$ cat config.mk
export PLATFORM = sky130hd
export DESIGN_NAME = framed_packet_parser_flat
export DESIGN_NICKNAME = d
export VERILOG_FILES = /design/src/fpp_pkg.sv /design/src/fpp_stream_if.sv /design/src/fpp_ram.sv /design/src/fpp_front.sv /design/src/fpp_queue.sv /design/src/fpp_back.sv /design/src/framed_packet_parser.sv /design/src/flat_wrapper.sv
export SDC_FILE = /design/constraint.sdc
export NUM_CORES = 1
export LEC_CHECK = 0
export BUFFER_PORTS_ARGS = -buffer_cell sky130_fd_sc_hd__buf_4
export CAP_MARGIN = 30
export CORE_AREA = 2 2 252 254
export DETAILED_ROUTE_END_ITERATION = 16
export DIE_AREA = 0 0 254 256
export HOLD_SLACK_MARGIN = 0.05
export PLACE_DENSITY = 0.47
export REMOVE_ABC_BUFFERS = 1
export SYNTH_ARGS = -nofsm -noshare
export SYNTH_HDL_FRONTEND = slang
export SYNTH_SLANG_ARGS = --single-unit
$ cat constraint.sdc
create_clock -name clk_i -period 5.65 [get_ports clk_i]
set_input_delay 0.565 -clock clk_i [delete_from_list [all_inputs] [get_ports clk_i]]
set_output_delay 0.565 -clock clk_i [all_outputs]
set_load 0.005 [all_outputs]
$ cat src/fpp_pkg.sv
// Package for the framed packet parser: sizes, result codes, register
// indexes and the job record passed from the front to the back.
// Depends on nothing.
package fpp_pkg;

  localparam int BUF_DEPTH  = 32;
  localparam int ADDR_W     = $clog2(BUF_DEPTH);
  localparam int LEN_W      = 6;
  localparam int CFG_IDX_W  = 2;
  localparam int CFG_DATA_W = 16;

  // Result kinds
  typedef enum logic [1:0] {
    EV_DATA     = 2'd0,
    EV_CHK_ERR  = 2'd1,
    EV_FOOT_ERR = 2'd2
  } event_kind_e;

  // Input opcodes
  typedef enum logic {
    OP_BYTE = 1'b0,
    OP_TICK = 1'b1
  } opcode_e;

  // Configuration register indexes
  localparam logic [CFG_IDX_W-1:0] CFG_HEADER  = 2'd0;
  localparam logic [CFG_IDX_W-1:0] CFG_FOOTER  = 2'd1;
  localparam logic [CFG_IDX_W-1:0] CFG_TIMEOUT = 2'd2;

  localparam logic [7:0]  HEADER_RST  = 8'd170;
  localparam logic [7:0]  FOOTER_RST  = 8'd187;
  localparam logic [15:0] TIMEOUT_RST = 16'd100;

  // One finished frame or error, queued for the back
  typedef struct packed {
    event_kind_e      kind;
    logic [7:0]       command;
    logic [LEN_W-1:0] length;
  } job_t;

endpackage

$ cat src/fpp_stream_if.sv
// Handshake channels of the framed packet parser: input words and result
// words. Depends on fpp_pkg.
interface fpp_in_if;
  logic       valid;
  logic       ready;
  logic       opcode;
  logic [7:0] rx_byte;

  modport source (output valid, output opcode, output rx_byte, input ready);
  modport sink   (input valid, input opcode, input rx_byte, output ready);
endinterface

interface fpp_out_if import fpp_pkg::*; ();
  logic              valid;
  logic              ready;
  logic [1:0]        event_kind;
  logic [7:0]        command_code;
  logic [LEN_W-1:0]  payload_length;
  logic [7:0]        data_value;
  logic [ADDR_W-1:0] data_position;
  logic              last_of_run;

  modport source (output valid, output event_kind, output command_code,
                  output payload_length, output data_value,
                  output data_position, output last_of_run, input ready);
  modport sink   (input valid, input event_kind, input command_code,
                  input payload_length, input data_value,
                  input data_position, input last_of_run, output ready);
endinterface

$ cat src/fpp_ram.sv
// Generic single-write, single-read RAM with registered read data.
// Depends on nothing.
module fpp_ram #(
  parameter int WIDTH = 8,
  parameter int DEPTH = 32
) (
  input  logic                     clk_i,
  input  logic                     we_i,
  input  logic [$clog2(DEPTH)-1:0] waddr_i,
  input  logic [WIDTH-1:0]         wdata_i,
  input  logic                     re_i,
  input  logic [$clog2(DEPTH)-1:0] raddr_i,
  output logic [WIDTH-1:0]         rdata_o
);

  logic [WIDTH-1:0] mem_q [DEPTH];
  logic [WIDTH-1:0] rdata_q;

  // Write port
  always_ff @(posedge clk_i) begin
    if (we_i) begin
      mem_q[waddr_i] <= wdata_i;
    end
  end

  // Registered read port, holds between reads
  always_ff @(posedge clk_i) begin
    if (re_i) begin
      rdata_q <= mem_q[raddr_i];
    end
  end

  assign rdata_o = rdata_q;

endmodule

$ cat src/fpp_front.sv
// Front of the parser: configuration registers, frame deframing, checksum,
// timeout and buffer writes; pushes one job per frame end. Depends on fpp_pkg.
module fpp_front import fpp_pkg::*; (
  input  logic                  clk_i,
  input  logic                  rst_ni,
  input  logic                  cfg_we_i,
  input  logic [CFG_IDX_W-1:0]  cfg_idx_i,
  input  logic [CFG_DATA_W-1:0] cfg_data_i,
  input  logic                  in_valid_i,
  output logic                  in_ready_o,
  input  logic                  opcode_i,
  input  logic [7:0]            rx_byte_i,
  input  logic                  q_full_i,
  input  logic                  back_busy_i,
  output logic                  push_o,
  output job_t                  push_job_o,
  output logic                  ram_we_o,
  output logic [ADDR_W-1:0]     ram_waddr_o,
  output logic [7:0]            ram_wdata_o
);

  typedef enum logic [5:0] {
    PH_IDLE = 6'b000001,
    PH_HEAD = 6'b000010,
    PH_CMD  = 6'b000100,
    PH_DATA = 6'b001000,
    PH_CHK  = 6'b010000,
    PH_FOOT = 6'b100000
  } phase_e;

  phase_e           phase_q, phase_d;
  logic [7:0]       header_q, footer_q;
  logic [15:0]      timeout_q;
  logic [7:0]       cmd_q, cmd_d;
  logic [LEN_W-1:0] len_q, len_d;
  logic [LEN_W-1:0] fill_q, fill_d;
  logic [7:0]       xor_q, xor_d;
  logic [15:0]      quiet_q, quiet_d;
  logic             accept;
  logic [LEN_W-1:0] fill_inc;

  // Stall on a full queue, and keep buffer writes off while the back reads it
  assign in_ready_o = !q_full_i && !(phase_q == PH_DATA && back_busy_i);
  assign accept     = in_valid_i && in_ready_o;
  assign fill_inc   = fill_q + LEN_W'(1);

  // Configuration registers
  always_ff @(posedge clk_i or negedge rst_ni) begin
    if (!rst_ni) begin
      header_q  <= HEADER_RST;
      footer_q  <= FOOTER_RST;
      timeout_q <= TIMEOUT_RST;
    end else if (cfg_we_i) begin
      case (cfg_idx_i)
        CFG_HEADER:  header_q  <= cfg_data_i[7:0];
        CFG_FOOTER:  footer_q  <= cfg_data_i[7:0];
        CFG_TIMEOUT: timeout_q <= cfg_data_i;
        default: ;
      endcase
    end
  end

  // Parse one word
  always_comb begin
    phase_d     = phase_q;
    cmd_d       = cmd_q;
    len_d       = len_q;
    fill_d      = fill_q;
    xor_d       = xor_q;
    quiet_d     = quiet_q;
    push_o      = 1'b0;
    push_job_o  = '{kind: EV_DATA, command: cmd_q, length: len_q};
    ram_we_o    = 1'b0;
    ram_waddr_o = fill_q[ADDR_W-1:0];
    ram_wdata_o = rx_byte_i;
    if (accept) begin
      if (opcode_i == OP_TICK) begin
        if (quiet_q != 16'hFFFF) begin
          quiet_d = quiet_q + 16'd1;
        end
        if (phase_q != PH_IDLE && quiet_d > timeout_q) begin
          phase_d = PH_IDLE;
        end
      end else begin
        case (phase_q)
          PH_IDLE: begin
            if (rx_byte_i == header_q) begin
              xor_d   = 8'd0;
              phase_d = PH_HEAD;
            end
          end
          PH_HEAD: begin
            cmd_d   = rx_byte_i;
            xor_d   = rx_byte_i;
            phase_d = PH_CMD;
          end
          PH_CMD: begin
            xor_d = xor_q ^ rx_byte_i;
            if (rx_byte_i > 8'(BUF_DEPTH)) begin
              phase_d = PH_IDLE;
            end else begin
              len_d   = rx_byte_i[LEN_W-1:0];
              fill_d  = '0;
              phase_d = (rx_byte_i == 8'd0) ? PH_CHK : PH_DATA;
            end
          end
          PH_DATA: begin
            ram_we_o = 1'b1;
            fill_d   = fill_inc;
            xor_d    = xor_q ^ rx_byte_i;
            if (fill_inc >= len_q) begin
              phase_d = PH_CHK;
            end
          end
          PH_CHK: begin
            if (rx_byte_i == xor_q) begin
              phase_d = PH_FOOT;
            end else begin
              push_o          = 1'b1;
              push_job_o.kind = EV_CHK_ERR;
              phase_d         = PH_IDLE;
            end
          end
          PH_FOOT: begin
            push_o          = 1'b1;
            push_job_o.kind = (rx_byte_i == footer_q) ? EV_DATA : EV_FOOT_ERR;
            phase_d         = PH_IDLE;
          end
          default: phase_d = PH_IDLE;
        endcase
      end
      // Any phase change restarts the quiet count
      if (phase_d != phase_q) begin
        quiet_d = 16'd0;
      end
    end
  end

  // Parser state
  always_ff @(posedge clk_i or negedge rst_ni) begin
    if (!rst_ni) begin
      phase_q <= PH_IDLE;
      cmd_q   <= '0;
      len_q   <= '0;
      fill_q  <= '0;
      xor_q   <= '0;
      quiet_q <= '0;
    end else begin
      phase_q <= phase_d;
      cmd_q   <= cmd_d;
      len_q   <= len_d;
      fill_q  <= fill_d;
      xor_q   <= xor_d;
      quiet_q <= quiet_d;
    end
  end

endmodule

$ cat src/fpp_queue.sv
// Two-entry job queue between the parser front and the result back.
// Depends on fpp_pkg.
module fpp_queue import fpp_pkg::*; (
  input  logic clk_i,
  input  logic rst_ni,
  input  logic push_i,
  input  job_t push_job_i,
  input  logic pop_i,
  output job_t head_o,
  output logic empty_o,
  output logic full_o
);

  job_t       entry_q [2];
  logic       wr_ptr_q, rd_ptr_q;
  logic [1:0] count_q;

  assign empty_o = (count_q == 2'd0);
  assign full_o  = (count_q == 2'd2);
  assign head_o  = entry_q[rd_ptr_q];

  // Store pushed jobs
  always_ff @(posedge clk_i) begin
    if (push_i) begin
      entry_q[wr_ptr_q] <= push_job_i;
    end
  end

  // Advance pointers and count
  always_ff @(posedge clk_i or negedge rst_ni) begin
    if (!rst_ni) begin
      wr_ptr_q <= 1'b0;
      rd_ptr_q <= 1'b0;
      count_q  <= 2'd0;
    end else begin
      if (push_i) begin
        wr_ptr_q <= !wr_ptr_q;
      end
      if (pop_i) begin
        rd_ptr_q <= !rd_ptr_q;
      end
      case ({push_i, pop_i})
        2'b10:   count_q <= count_q + 2'd1;
        2'b01:   count_q <= count_q - 2'd1;
        default: count_q <= count_q;
      endcase
    end
  end

endmodule

$ cat src/fpp_back.sv
// Back of the parser: takes jobs from the queue, reads the payload buffer
// and drives the result register. Depends on fpp_pkg.
module fpp_back import fpp_pkg::*; (
  input  logic              clk_i,
  input  logic              rst_ni,
  input  job_t              head_i,
  input  logic              empty_i,
  output logic              pop_o,
  output logic              busy_o,
  output logic              ram_re_o,
  output logic [ADDR_W-1:0] ram_raddr_o,
  input  logic [7:0]        ram_rdata_i,
  output logic              out_valid_o,
  input  logic              out_ready_i,
  output logic [1:0]        event_kind_o,
  output logic [7:0]        command_code_o,
  output logic [LEN_W-1:0]  payload_length_o,
  output logic [7:0]        data_value_o,
  output logic [ADDR_W-1:0] data_position_o,
  output logic              last_of_run_o
);

  typedef enum logic [2:0] {
    BK_IDLE = 3'b001,
    BK_READ = 3'b010,
    BK_SEND = 3'b100
  } back_state_e;

  back_state_e       state_q, state_d;
  job_t              job_q, job_d;
  logic [ADDR_W-1:0] idx_q, idx_d;
  logic              out_valid_q, out_valid_d;
  logic              out_load;
  logic [1:0]        kind_d;
  logic [7:0]        cmd_d, val_d;
  logic [LEN_W-1:0]  len_d;
  logic [ADDR_W-1:0] pos_d;
  logic              last_d;
  logic [1:0]        kind_q;
  logic [7:0]        cmd_q, val_q;
  logic [LEN_W-1:0]  len_q;
  logic [ADDR_W-1:0] pos_q;
  logic              last_q;
  logic              out_free;
  logic              idx_last;

  assign out_free    = !out_valid_q || out_ready_i;
  assign busy_o      = (state_q != BK_IDLE);
  assign ram_re_o    = (state_q == BK_READ);
  assign ram_raddr_o = idx_q;
  assign idx_last    = ((LEN_W'(idx_q) + LEN_W'(1)) == job_q.length);

  // Sequence jobs into result words
  always_comb begin
    state_d  = state_q;
    job_d    = job_q;
    idx_d    = idx_q;
    pop_o    = 1'b0;
    out_load = 1'b0;
    kind_d   = EV_DATA;
    cmd_d    = head_i.command;
    len_d    = head_i.length;
    val_d    = 8'd0;
    pos_d    = '0;
    last_d   = 1'b1;
    case (state_q)
      BK_IDLE: begin
        if (!empty_i) begin
          if (head_i.kind != EV_DATA || head_i.length == '0) begin
            if (out_free) begin
              pop_o    = 1'b1;
              out_load = 1'b1;
              kind_d   = head_i.kind;
            end
          end else begin
            pop_o   = 1'b1;
            job_d   = head_i;
            idx_d   = '0;
            state_d = BK_READ;
          end
        end
      end
      BK_READ: state_d = BK_SEND;
      BK_SEND: begin
        cmd_d  = job_q.command;
        len_d  = job_q.length;
        val_d  = ram_rdata_i;
        pos_d  = idx_q;
        last_d = idx_last;
        if (out_free) begin
          out_load = 1'b1;
          if (idx_last) begin
            state_d = BK_IDLE;
          end else begin
            idx_d   = idx_q + ADDR_W'(1);
            state_d = BK_READ;
          end
        end
      end
      default: state_d = BK_IDLE;
    endcase
  end

  // Output valid: set on load, drop when taken
  always_comb begin
    out_valid_d = out_valid_q;
    if (out_load) begin
      out_valid_d = 1'b1;
    end else if (out_ready_i) begin
      out_valid_d = 1'b0;
    end
  end

  // Control state
  always_ff @(posedge clk_i or negedge rst_ni) begin
    if (!rst_ni) begin
      state_q     <= BK_IDLE;
      idx_q       <= '0;
      out_valid_q <= 1'b0;
    end else begin
      state_q     <= state_d;
      idx_q       <= idx_d;
      out_valid_q <= out_valid_d;
    end
  end

  // Payload registers
  always_ff @(posedge clk_i) begin
    job_q <= job_d;
    if (out_load) begin
      kind_q <= kind_d;
      cmd_q  <= cmd_d;
      len_q  <= len_d;
      val_q  <= val_d;
      pos_q  <= pos_d;
      last_q <= last_d;
    end
  end

  assign out_valid_o      = out_valid_q;
  assign event_kind_o     = kind_q;
  assign command_code_o   = cmd_q;
  assign payload_length_o = len_q;
  assign data_value_o     = val_q;
  assign data_position_o  = pos_q;
  assign last_of_run_o    = last_q;

endmodule

$ cat src/framed_packet_parser.sv
// Framed packet parser: one input word (byte or tick) accepted per cycle
// unless the queue is full or payload writes wait on the back. A frame end
// is pushed into the two-entry job queue as its last word is accepted; data
// runs give one result per byte via the buffer's registered read. Reset clears
// all control state and restores the register defaults; the payload buffer is
// not cleared. Depends on fpp_pkg and fpp_stream_if.
module framed_packet_parser import fpp_pkg::*; (
  input  logic                  clk_i,
  input  logic                  rst_ni,
  input  logic                  cfg_we_i,
  input  logic [CFG_IDX_W-1:0]  cfg_idx_i,
  input  logic [CFG_DATA_W-1:0] cfg_data_i,
  fpp_in_if.sink                in_if,
  fpp_out_if.source             out_if
);

  logic              q_full, q_empty, push, pop, back_busy;
  job_t              push_job, head;
  logic              ram_we, ram_re;
  logic [ADDR_W-1:0] ram_waddr, ram_raddr;
  logic [7:0]        ram_wdata, ram_rdata;

  // Parser front
  fpp_front u_front (
    .clk_i       (clk_i),
    .rst_ni      (rst_ni),
    .cfg_we_i    (cfg_we_i),
    .cfg_idx_i   (cfg_idx_i),
    .cfg_data_i  (cfg_data_i),
    .in_valid_i  (in_if.valid),
    .in_ready_o  (in_if.ready),
    .opcode_i    (in_if.opcode),
    .rx_byte_i   (in_if.rx_byte),
    .q_full_i    (q_full),
    .back_busy_i (back_busy),
    .push_o      (push),
    .push_job_o  (push_job),
    .ram_we_o    (ram_we),
    .ram_waddr_o (ram_waddr),
    .ram_wdata_o (ram_wdata)
  );

  // Job queue
  fpp_queue u_queue (
    .clk_i      (clk_i),
    .rst_ni     (rst_ni),
    .push_i     (push),
    .push_job_i (push_job),
    .pop_i      (pop),
    .head_o     (head),
    .empty_o    (q_empty),
    .full_o     (q_full)
  );

  // Payload buffer
  fpp_ram #(
    .WIDTH (8),
    .DEPTH (BUF_DEPTH)
  ) u_buf (
    .clk_i   (clk_i),
    .we_i    (ram_we),
    .waddr_i (ram_waddr),
    .wdata_i (ram_wdata),
    .re_i    (ram_re),
    .raddr_i (ram_raddr),
    .rdata_o (ram_rdata)
  );

  // Result back
  fpp_back u_back (
    .clk_i            (clk_i),
    .rst_ni           (rst_ni),
    .head_i           (head),
    .empty_i          (q_empty),
    .pop_o            (pop),
    .busy_o           (back_busy),
    .ram_re_o         (ram_re),
    .ram_raddr_o      (ram_raddr),
    .ram_rdata_i      (ram_rdata),
    .out_valid_o      (out_if.valid),
    .out_ready_i      (out_if.ready),
    .event_kind_o     (out_if.event_kind),
    .command_code_o   (out_if.command_code),
    .payload_length_o (out_if.payload_length),
    .data_value_o     (out_if.data_value),
    .data_position_o  (out_if.data_position),
    .last_of_run_o    (out_if.last_of_run)
  );

endmodule
$ cat src/flat_wrapper.sv
// flat-port wrapper written by rule: the top's interface ports become plain ports
module framed_packet_parser_flat import fpp_pkg::*;
  (clk_i, rst_ni, cfg_we_i, cfg_idx_i, cfg_data_i, in_if_valid, in_if_opcode, in_if_rx_byte, in_if_ready, out_if_valid, out_if_event_kind, out_if_command_code, out_if_payload_length, out_if_data_value, out_if_data_position, out_if_last_of_run, out_if_ready);
  fpp_in_if in_if_i ();
  fpp_out_if out_if_i ();
  input  logic clk_i;
  input  logic rst_ni;
  input  logic cfg_we_i;
  input  logic [CFG_IDX_W-1:0] cfg_idx_i;
  input  logic [CFG_DATA_W-1:0] cfg_data_i;
  input wire logic [$bits(in_if_i.valid)-1:0] in_if_valid;
  input wire logic [$bits(in_if_i.opcode)-1:0] in_if_opcode;
  input wire logic [$bits(in_if_i.rx_byte)-1:0] in_if_rx_byte;
  output wire logic [$bits(in_if_i.ready)-1:0] in_if_ready;
  output wire logic [$bits(out_if_i.valid)-1:0] out_if_valid;
  output wire logic [$bits(out_if_i.event_kind)-1:0] out_if_event_kind;
  output wire logic [$bits(out_if_i.command_code)-1:0] out_if_command_code;
  output wire logic [$bits(out_if_i.payload_length)-1:0] out_if_payload_length;
  output wire logic [$bits(out_if_i.data_value)-1:0] out_if_data_value;
  output wire logic [$bits(out_if_i.data_position)-1:0] out_if_data_position;
  output wire logic [$bits(out_if_i.last_of_run)-1:0] out_if_last_of_run;
  input wire logic [$bits(out_if_i.ready)-1:0] out_if_ready;
  assign in_if_i.valid = in_if_valid;
  assign in_if_i.opcode = in_if_opcode;
  assign in_if_i.rx_byte = in_if_rx_byte;
  assign in_if_ready = in_if_i.ready;
  assign out_if_valid = out_if_i.valid;
  assign out_if_event_kind = out_if_i.event_kind;
  assign out_if_command_code = out_if_i.command_code;
  assign out_if_payload_length = out_if_i.payload_length;
  assign out_if_data_value = out_if_i.data_value;
  assign out_if_data_position = out_if_i.data_position;
  assign out_if_last_of_run = out_if_i.last_of_run;
  assign out_if_i.ready = out_if_ready;
  framed_packet_parser u_core (.clk_i(clk_i), .rst_ni(rst_ni), .cfg_we_i(cfg_we_i), .cfg_idx_i(cfg_idx_i), .cfg_data_i(cfg_data_i), .in_if(in_if_i), .out_if(out_if_i));
endmodule
After elaboration in Yosys (flattened, before gate mapping). Memory sizes are Yosys's and may differ from the RTL's. A register that Yosys moved wholly into a read port is not among the register bits. Cells that the tools add are included.

Bits in registers: 139. RAM bits: 288. Bits of input ports: 32. Output and inout port bits: 32. Memories kept: 2.

Memory list: u_core.u_buf.mem_q (words 32, bits a word 8, rd ports 1, clocked after memory_dff 1, write ports 1, RTL line fpp_ram.sv:16) `logic [WIDTH-1:0] mem_q [DEPTH];`; u_core.u_queue.entry_q (words 2, bits a word 16, rd ports 1, clocked after memory_dff 0, write ports 1, RTL line fpp_queue.sv:14) `job_t entry_q [2];`.

Add/sub/neg operators: 6. $lt $le $gt $ge: 3. Eq/ne operators: 28. Muxes and demuxes: 56. Bitwise gates (word level): 7. Reductions and logical operators: 35.

Operator list (count): 16-bit 2-to-1 mux (5); 6-bit 2-to-1 mux (8); 5-bit 2-to-1 mux (6); 6-bit one-hot mux with 5 select lines (1); 8-bit equality test (3); 8-bit one-hot mux with 3 select lines (1); 1-bit 2-to-1 mux (19); 16-bit by 1-bit adder with 16-bit output, second input constant (1); 16-bit greater-than comparator (1); 8-bit 2-to-1 mux (2); 16-bit != test, second input constant (1); 2-bit != test, second input constant (6); 6-bit one-hot mux with 2 select lines (1); 4-bit AND reduction (3); 2-bit nonzero test (6); 5-bit one-hot mux with 2 select lines (1); 3-bit 2-to-1 mux (3); 3-bit one-hot mux with 3 select lines (1); 3-bit AND reduction (3); 8-bit by 6-bit greater-than comparator with 1-bit output, second input constant (1); 8-bit zero test (1); 2-bit 2-to-1 mux (4); 2-bit one-hot mux with 2 select lines (2); 2-bit AND reduction (4); 33 further kinds (51).

Longest topological paths before layout.
Word-level depth: 14. Gate-level depth with buffers: 17. Mapped depth without buffers: 15.

Hierarchy. From an unflattened synthesis, not the netlist that was laid out.

Cells, all modules: 1164. Area, all modules: 18855.6 um2.

By module, submodules not included: fpp_ram (times used 1, cells an instance 417, area an instance 10133.5 um2); fpp_front (times used 1, cells an instance 504, area an instance 5061.1 um2); fpp_back (times used 1, cells an instance 177, area an instance 2269.7 um2); fpp_queue (times used 1, cells an instance 66, area an instance 1391.3 um2).

Least setup slack after synthesis. OpenSTA, ideal clock, no wires.

Path type: register to register. Start point: reg u_core.u_front.quiet_q[6]. End point: reg u_core.u_front.quiet_q[10]. Setup time: 0.095 ns. Arrival time: 3.806 ns. Required time: 5.555 ns. Path slack: 1.748 ns. Cell stages (with the launch flop): 17. Path buffers: 3. Cell sequence: dfrtp_1 clkbuf_1 and4_1 nand3_1 or4_1 clkbuf_1 mux2_2 ha_1 nor2b_1 o211ai_1 a2111oi_0 o41ai_1 a21oi_2 o31ai_4 buf_6 o21ai_1 o31ai_1.

Word-level cells in the longest chain between the ends: 12. Elaborated cells between the ends (all ways): 15. Those cells by class: add/sub: 1; order compare: 1; eq/ne: 2; mux: 8; reduce/logical: 3.

Ends and longest elaborated chain: start: declaration (RTL line fpp_front.sv:38) `logic [15:0] quiet_q, quiet_d;`; start signal: assignment (RTL line fpp_front.sv:154) `quiet_q <= quiet_d;`; 16-bit by 1-bit adder with 16-bit output / 16-bit != test (equally long branches) (RTL line fpp_front.sv:79, fpp_front.sv:78); 16-bit 2-to-1 mux (*) (RTL line fpp_front.sv:78) `if (quiet_q != 16'hFFFF) begin`; 16-bit 2-to-1 mux (*) (RTL line fpp_front.sv:77) `if (opcode_i == OP_TICK) begin`; 16-bit 2-to-1 mux (*) (RTL line fpp_front.sv:76) `if (accept) begin`; 16-bit greater-than comparator (RTL line fpp_front.sv:81) `if (phase_q != PH_IDLE && quiet_d > timeout_q) begin`; 1-bit logical AND (RTL line fpp_front.sv:81); 6-bit 2-to-1 mux (RTL line fpp_front.sv:81); 6-bit 2-to-1 mux (RTL line fpp_front.sv:77); 6-bit 2-to-1 mux (RTL line fpp_front.sv:76); 6-bit != test (RTL line fpp_front.sv:133) `if (phase_d != phase_q) begin`; 2-bit nonzero test (no source line); 2-bit AND reduction (no source line).

Mark *: on every way between the ends. The rest lies on a longest branch, timed or not. The select of a mux whose other input is x is not followed. A chain may end at the register's enable or synchronous reset.

Worst setup path after layout.
Start point: reg u_core.u_front.quiet_q[0]. End point: reg u_core.u_front.quiet_q[0].

The elaborated chain is that of the path after synthesis.

==> metrics.txt <==
CTS H-Tree Depth 2; Synth top area share 55.17%; RSZ-0062 raised after global routing no; DR iter-0 viols around 630; Max clock buf depth 3; Pwr per Cell Area approximately 380 nW/µm²; critical path peak fanout 15; Req. time, crit path 6180 ps; Clock Tree Root clkbuf_16; Ys Warns 0; largest net degree at the start of global routing 52; Core Area 62,390 µm²; via count 9,993; Initial Utilization 29.66%; Pint 6.147 mW; crit path time final 5067 ps; Setup Buffers After CTS 0; antenna violations before repair 0; combinational share of power between 10% and 20%; Leakage 7.466 nW; Max-Cap Viols 0; die width 254 µm; CP Launch Type register; slowest stage delay, CP 810 ps; Final Setup Violations 0; Final Routed Wirelength 43,510 µm; CTS Sinks roughly 440; post-DP HPWL approximately 28,000 µm; critical path depth 14; Die Area 65,020 µm²; asr flop ratio synth 21.84%; upper clock frequency limit 197.3 MHz; GR Layer Usage met1 about 20%; Tcrit/Tclk final between 80% and 90%; DRC viols 0; Worst Setup End Kind register; total gr overflow 0; met3 Track Usage GR 2.532%; port bufs between 60 and 70; overall global routing resource usage a little over an eighth; library cells used by synthesis 62; FF-to-FF End u_core.u_front.quiet_q[0]$_DFFE_PN0P_; Most used DFF post-synth edfxtp_1; Cell Rows roughly 90; Slew Viols, Final 0; share of layout cells above drive strength 1 25.49%; routed len/inst 20.51 µm; post-synthesis cell count 1,158; Rel. slew slack between 30% and 40%; CTS tree built; Post-synth EDFFs 340; GPL Wtd Cong 0.7509; I/O pin count 64; sequential-to-total area share from yosys stat 68.12%; first-pass GRT wire length between 60,000 and 70,000 µm; slowest CP cell o41ai_1; WP data arrival 5590 ps; critical-path cell list ha_1, nand3_1, or4_1, nor2b_1, and3_1, xor2_1, ha_1, a21oi_1, a21oi_1, o41ai_1, a21oi_2, o31ai_4, o21bai_1, a22o_1; flops & latches, synth 435; Area contributors post-synth edfxtp_1 55%, dfrtp_1 11%, mux4_2 9.7%; Post-Syn Area about 19,000 µm²; post-DR vias/cell ~4.7; vias in the first global route 10,125; crit path to u_core.u_front.quiet_q[0]$_DFFE_PN0P_; Critical R2R Launch u_core.u_front.quiet_q[0]$_DFFE_PN0P_; Die H 256 µm; Hold Fails Final Rpt 0; status complete, no violations; TritonRoute pass-1 iters 5; setup_tns 0 ps; Top Usage Layer GRT met2; net switching power 1.993 mW; Bufs and invs on worst path 0; Final #Nets 1,297; maximum vdd drop approximately 0.22 mV; CTS Buf Count 47; clk_skew between 20 and 25 ps; Reg power frac between 40% and 50%; Clock transition at path regs 70 ps; Mapped Avg Cell Area between 15 and 20 µm²; reg2reg path depth 14; filler cell count 5,997; WS Path Type register to register; switching part of the total power approximately a quarter; post-cts gate resize count 0; clock share of power 39.6%; GR Util met2 20.76%; worst skew pair latency 600 ps; crit path from u_core.u_front.quiet_q[0]$_DFFE_PN0P_; Post-DRT Antenna Nets 0; Power, Total 8.140 mW; Layout area overhead 16.86%; Inserted Diodes 0; worst min path class primary input to register; Worst Max-Slew Pin Slew slightly above 900 ps; crit-path leading delay family compound AO/OA/AOI/OAI gates; area leader, netlist edfxtp_1; reg-to-reg setup timing slack between 500 and 600 ps
layer usage:
metal  routed length [µm]  share of wire (%)  up-vias
met1                20810                 48     5122
met2                19960                 46      202
met3                 1984                4.6       57
met4                  752                1.7        0
li1                     -                  -     4612
met5                    0                  0        -
worst reg2reg max path: stages (launching register included):
cell	delay, ps
dfrtp_1	470
ha_1	270
nand3_1	200
or4_1	800
nor2b_1	290
and3_1	230
xor2_1	170
ha_1	330
a21oi_1	150
a21oi_1	90
o41ai_1	810
a21oi_2	120
o31ai_4	660
o21bai_1	240
a22o_1	170
cell families after synthesis:
family          after synthesis  synth area share, %
mux                         148                13.81
fa+ha+maj                    29                1.961
xor+xnor                     51                2.414
simple gates                270                7.038
flops                       435                68.12
buf+inv                      90                1.961
compound gates              135                4.693
worst min path at each step:
stage | from | to | slack, ps | depth (start not counted)
4_1_cts | cfg_data_i[14] | u_core.u_front.timeout_q[14]$_DFFE_PN0P_ | 170 | 2
3_3_place_gp | u_core.u_front.cmd_q[1]$_DFFE_PN0P_ | u_core.u_queue.entry_q[0][7]$_DFFE_PP_ | 450 | 0
2_1_floorplan | rst_ni | u_core.u_back.out_valid_o$_DFFE_PN0P_ | 270 | 0
3_5_place_dp | u_core.u_front.cmd_q[5]$_DFFE_PN0P_ | u_core.u_queue.entry_q[0][11]$_DFFE_PP_ | 460 | 0
6_report | cfg_data_i[14] | u_core.u_front.timeout_q[14]$_DFFE_PN0P_ | 210 | 2
5_1_grt | cfg_data_i[12] | u_core.u_front.timeout_q[12]$_DFFE_PN0P_ | 180 | 2
cells in the final DEF, fill, tap and decap left out, types with 16 or more instances in the layout:
cell,netlist,final
xnor2_1,23,23
mux4_2,80,80
buf_4,1,80
clkbuf_16,0,47
ha_1,29,29
a21oi_1,25,25
edfxtp_1,340,340
inv_1,35,35
xor2_1,28,28
nand3_1,16,16
mux2_2,59,59
nand2_1,39,39
o21ai_0,55,54
and3_1,19,19
dfrtp_1,80,78
nor2_1,116,114
synthesized netlist by cell type, types with 3 or more instances:
cell type	number
nand2_1	39
mux4_2	80
nor2_1	116
buf_1	9
o21ai_1	5
nand2b_1	5
or3_1	4
ha_1	29
edfxtp_1	340
mux2i_1	9
nand4_1	15
nor2b_1	9
o31ai_1	5
a21o_1	8
clkbuf_1	37
nor3_1	10
or2_2	4
dfrtp_1	80
buf_2	5
xor2_1	28
a22o_1	11
and3_1	19
nand3_1	16
nor3b_1	7
xnor2_1	23
inv_1	35
o211ai_1	3
a21oi_1	25
o21ai_0	55
mux2_2	59
nor4_1	7
and2_1	4
dfstp_2	15
nand3b_1	7
flip-flops by register name (all words and copies together), names as in the netlist, 14 cells and up:
| name | flops |
|---|---|
| u_core.u_front.quiet_q | 16 |
| u_core.u_front.timeout_q | 16 |
| u_core.u_queue.entry_q | 32 |
| u_core.u_back.job_q | 14 |
| u_core.u_buf.mem_q | 256 |
cell type report:
cell class / instances / area [µm²] / share of cell area [%]
multi-input cells: 633 / 5553 / 25.68
well taps: 846 / 1059 / 4.895
inverters: 36 / 135.1 / 0.6249
clock buffers: 56 / 1230 / 5.688
flip-flops and latches: 435 / 12610 / 58.32
repair buffers: 83 / 641.9 / 2.968
clock inverters: 32 / 395.4 / 1.828
through the flow:
step / area, µm² / setup slack, ps / hold WS [ps] / util (%) / std cells
6_report: 21620 / 582.7 / 208.8 / 34.66 / 2121
5_1_grt: 21620 / 285.6 / 181.0 / 34.66 / 2121
4_1_cts: 21600 / 595.1 / 167.8 / 34.62 / 2120
3_5_place_dp: 19960 / 672.1 / 460.9 / 32.00 / 2031
3_3_place_gp: 19960 / 715.6 / 448.4 / 31.99 / 2030
2_1_floorplan: 18280 / 1046 / 269.4 / - / 1104
repair_timing:
action | in CTS | in global routing
hold buffers | 1 | 0
endpoints found under the hold margin | 31 | 0
setup endpoints to repair | 0 | 0
power groups by stage:
stage	clock (mW)	combinational (mW)	sequential, mW
after floorplan	0	0.596	3.93
after global placement	0	1.02	3.96
after detailed placement	0	1.03	3.96
after CTS	3.31	1.03	3.89
after global routing	3.44	1.14	3.91
final	3.22	1.04	3.88
Power figures use the tool's default switching activity.
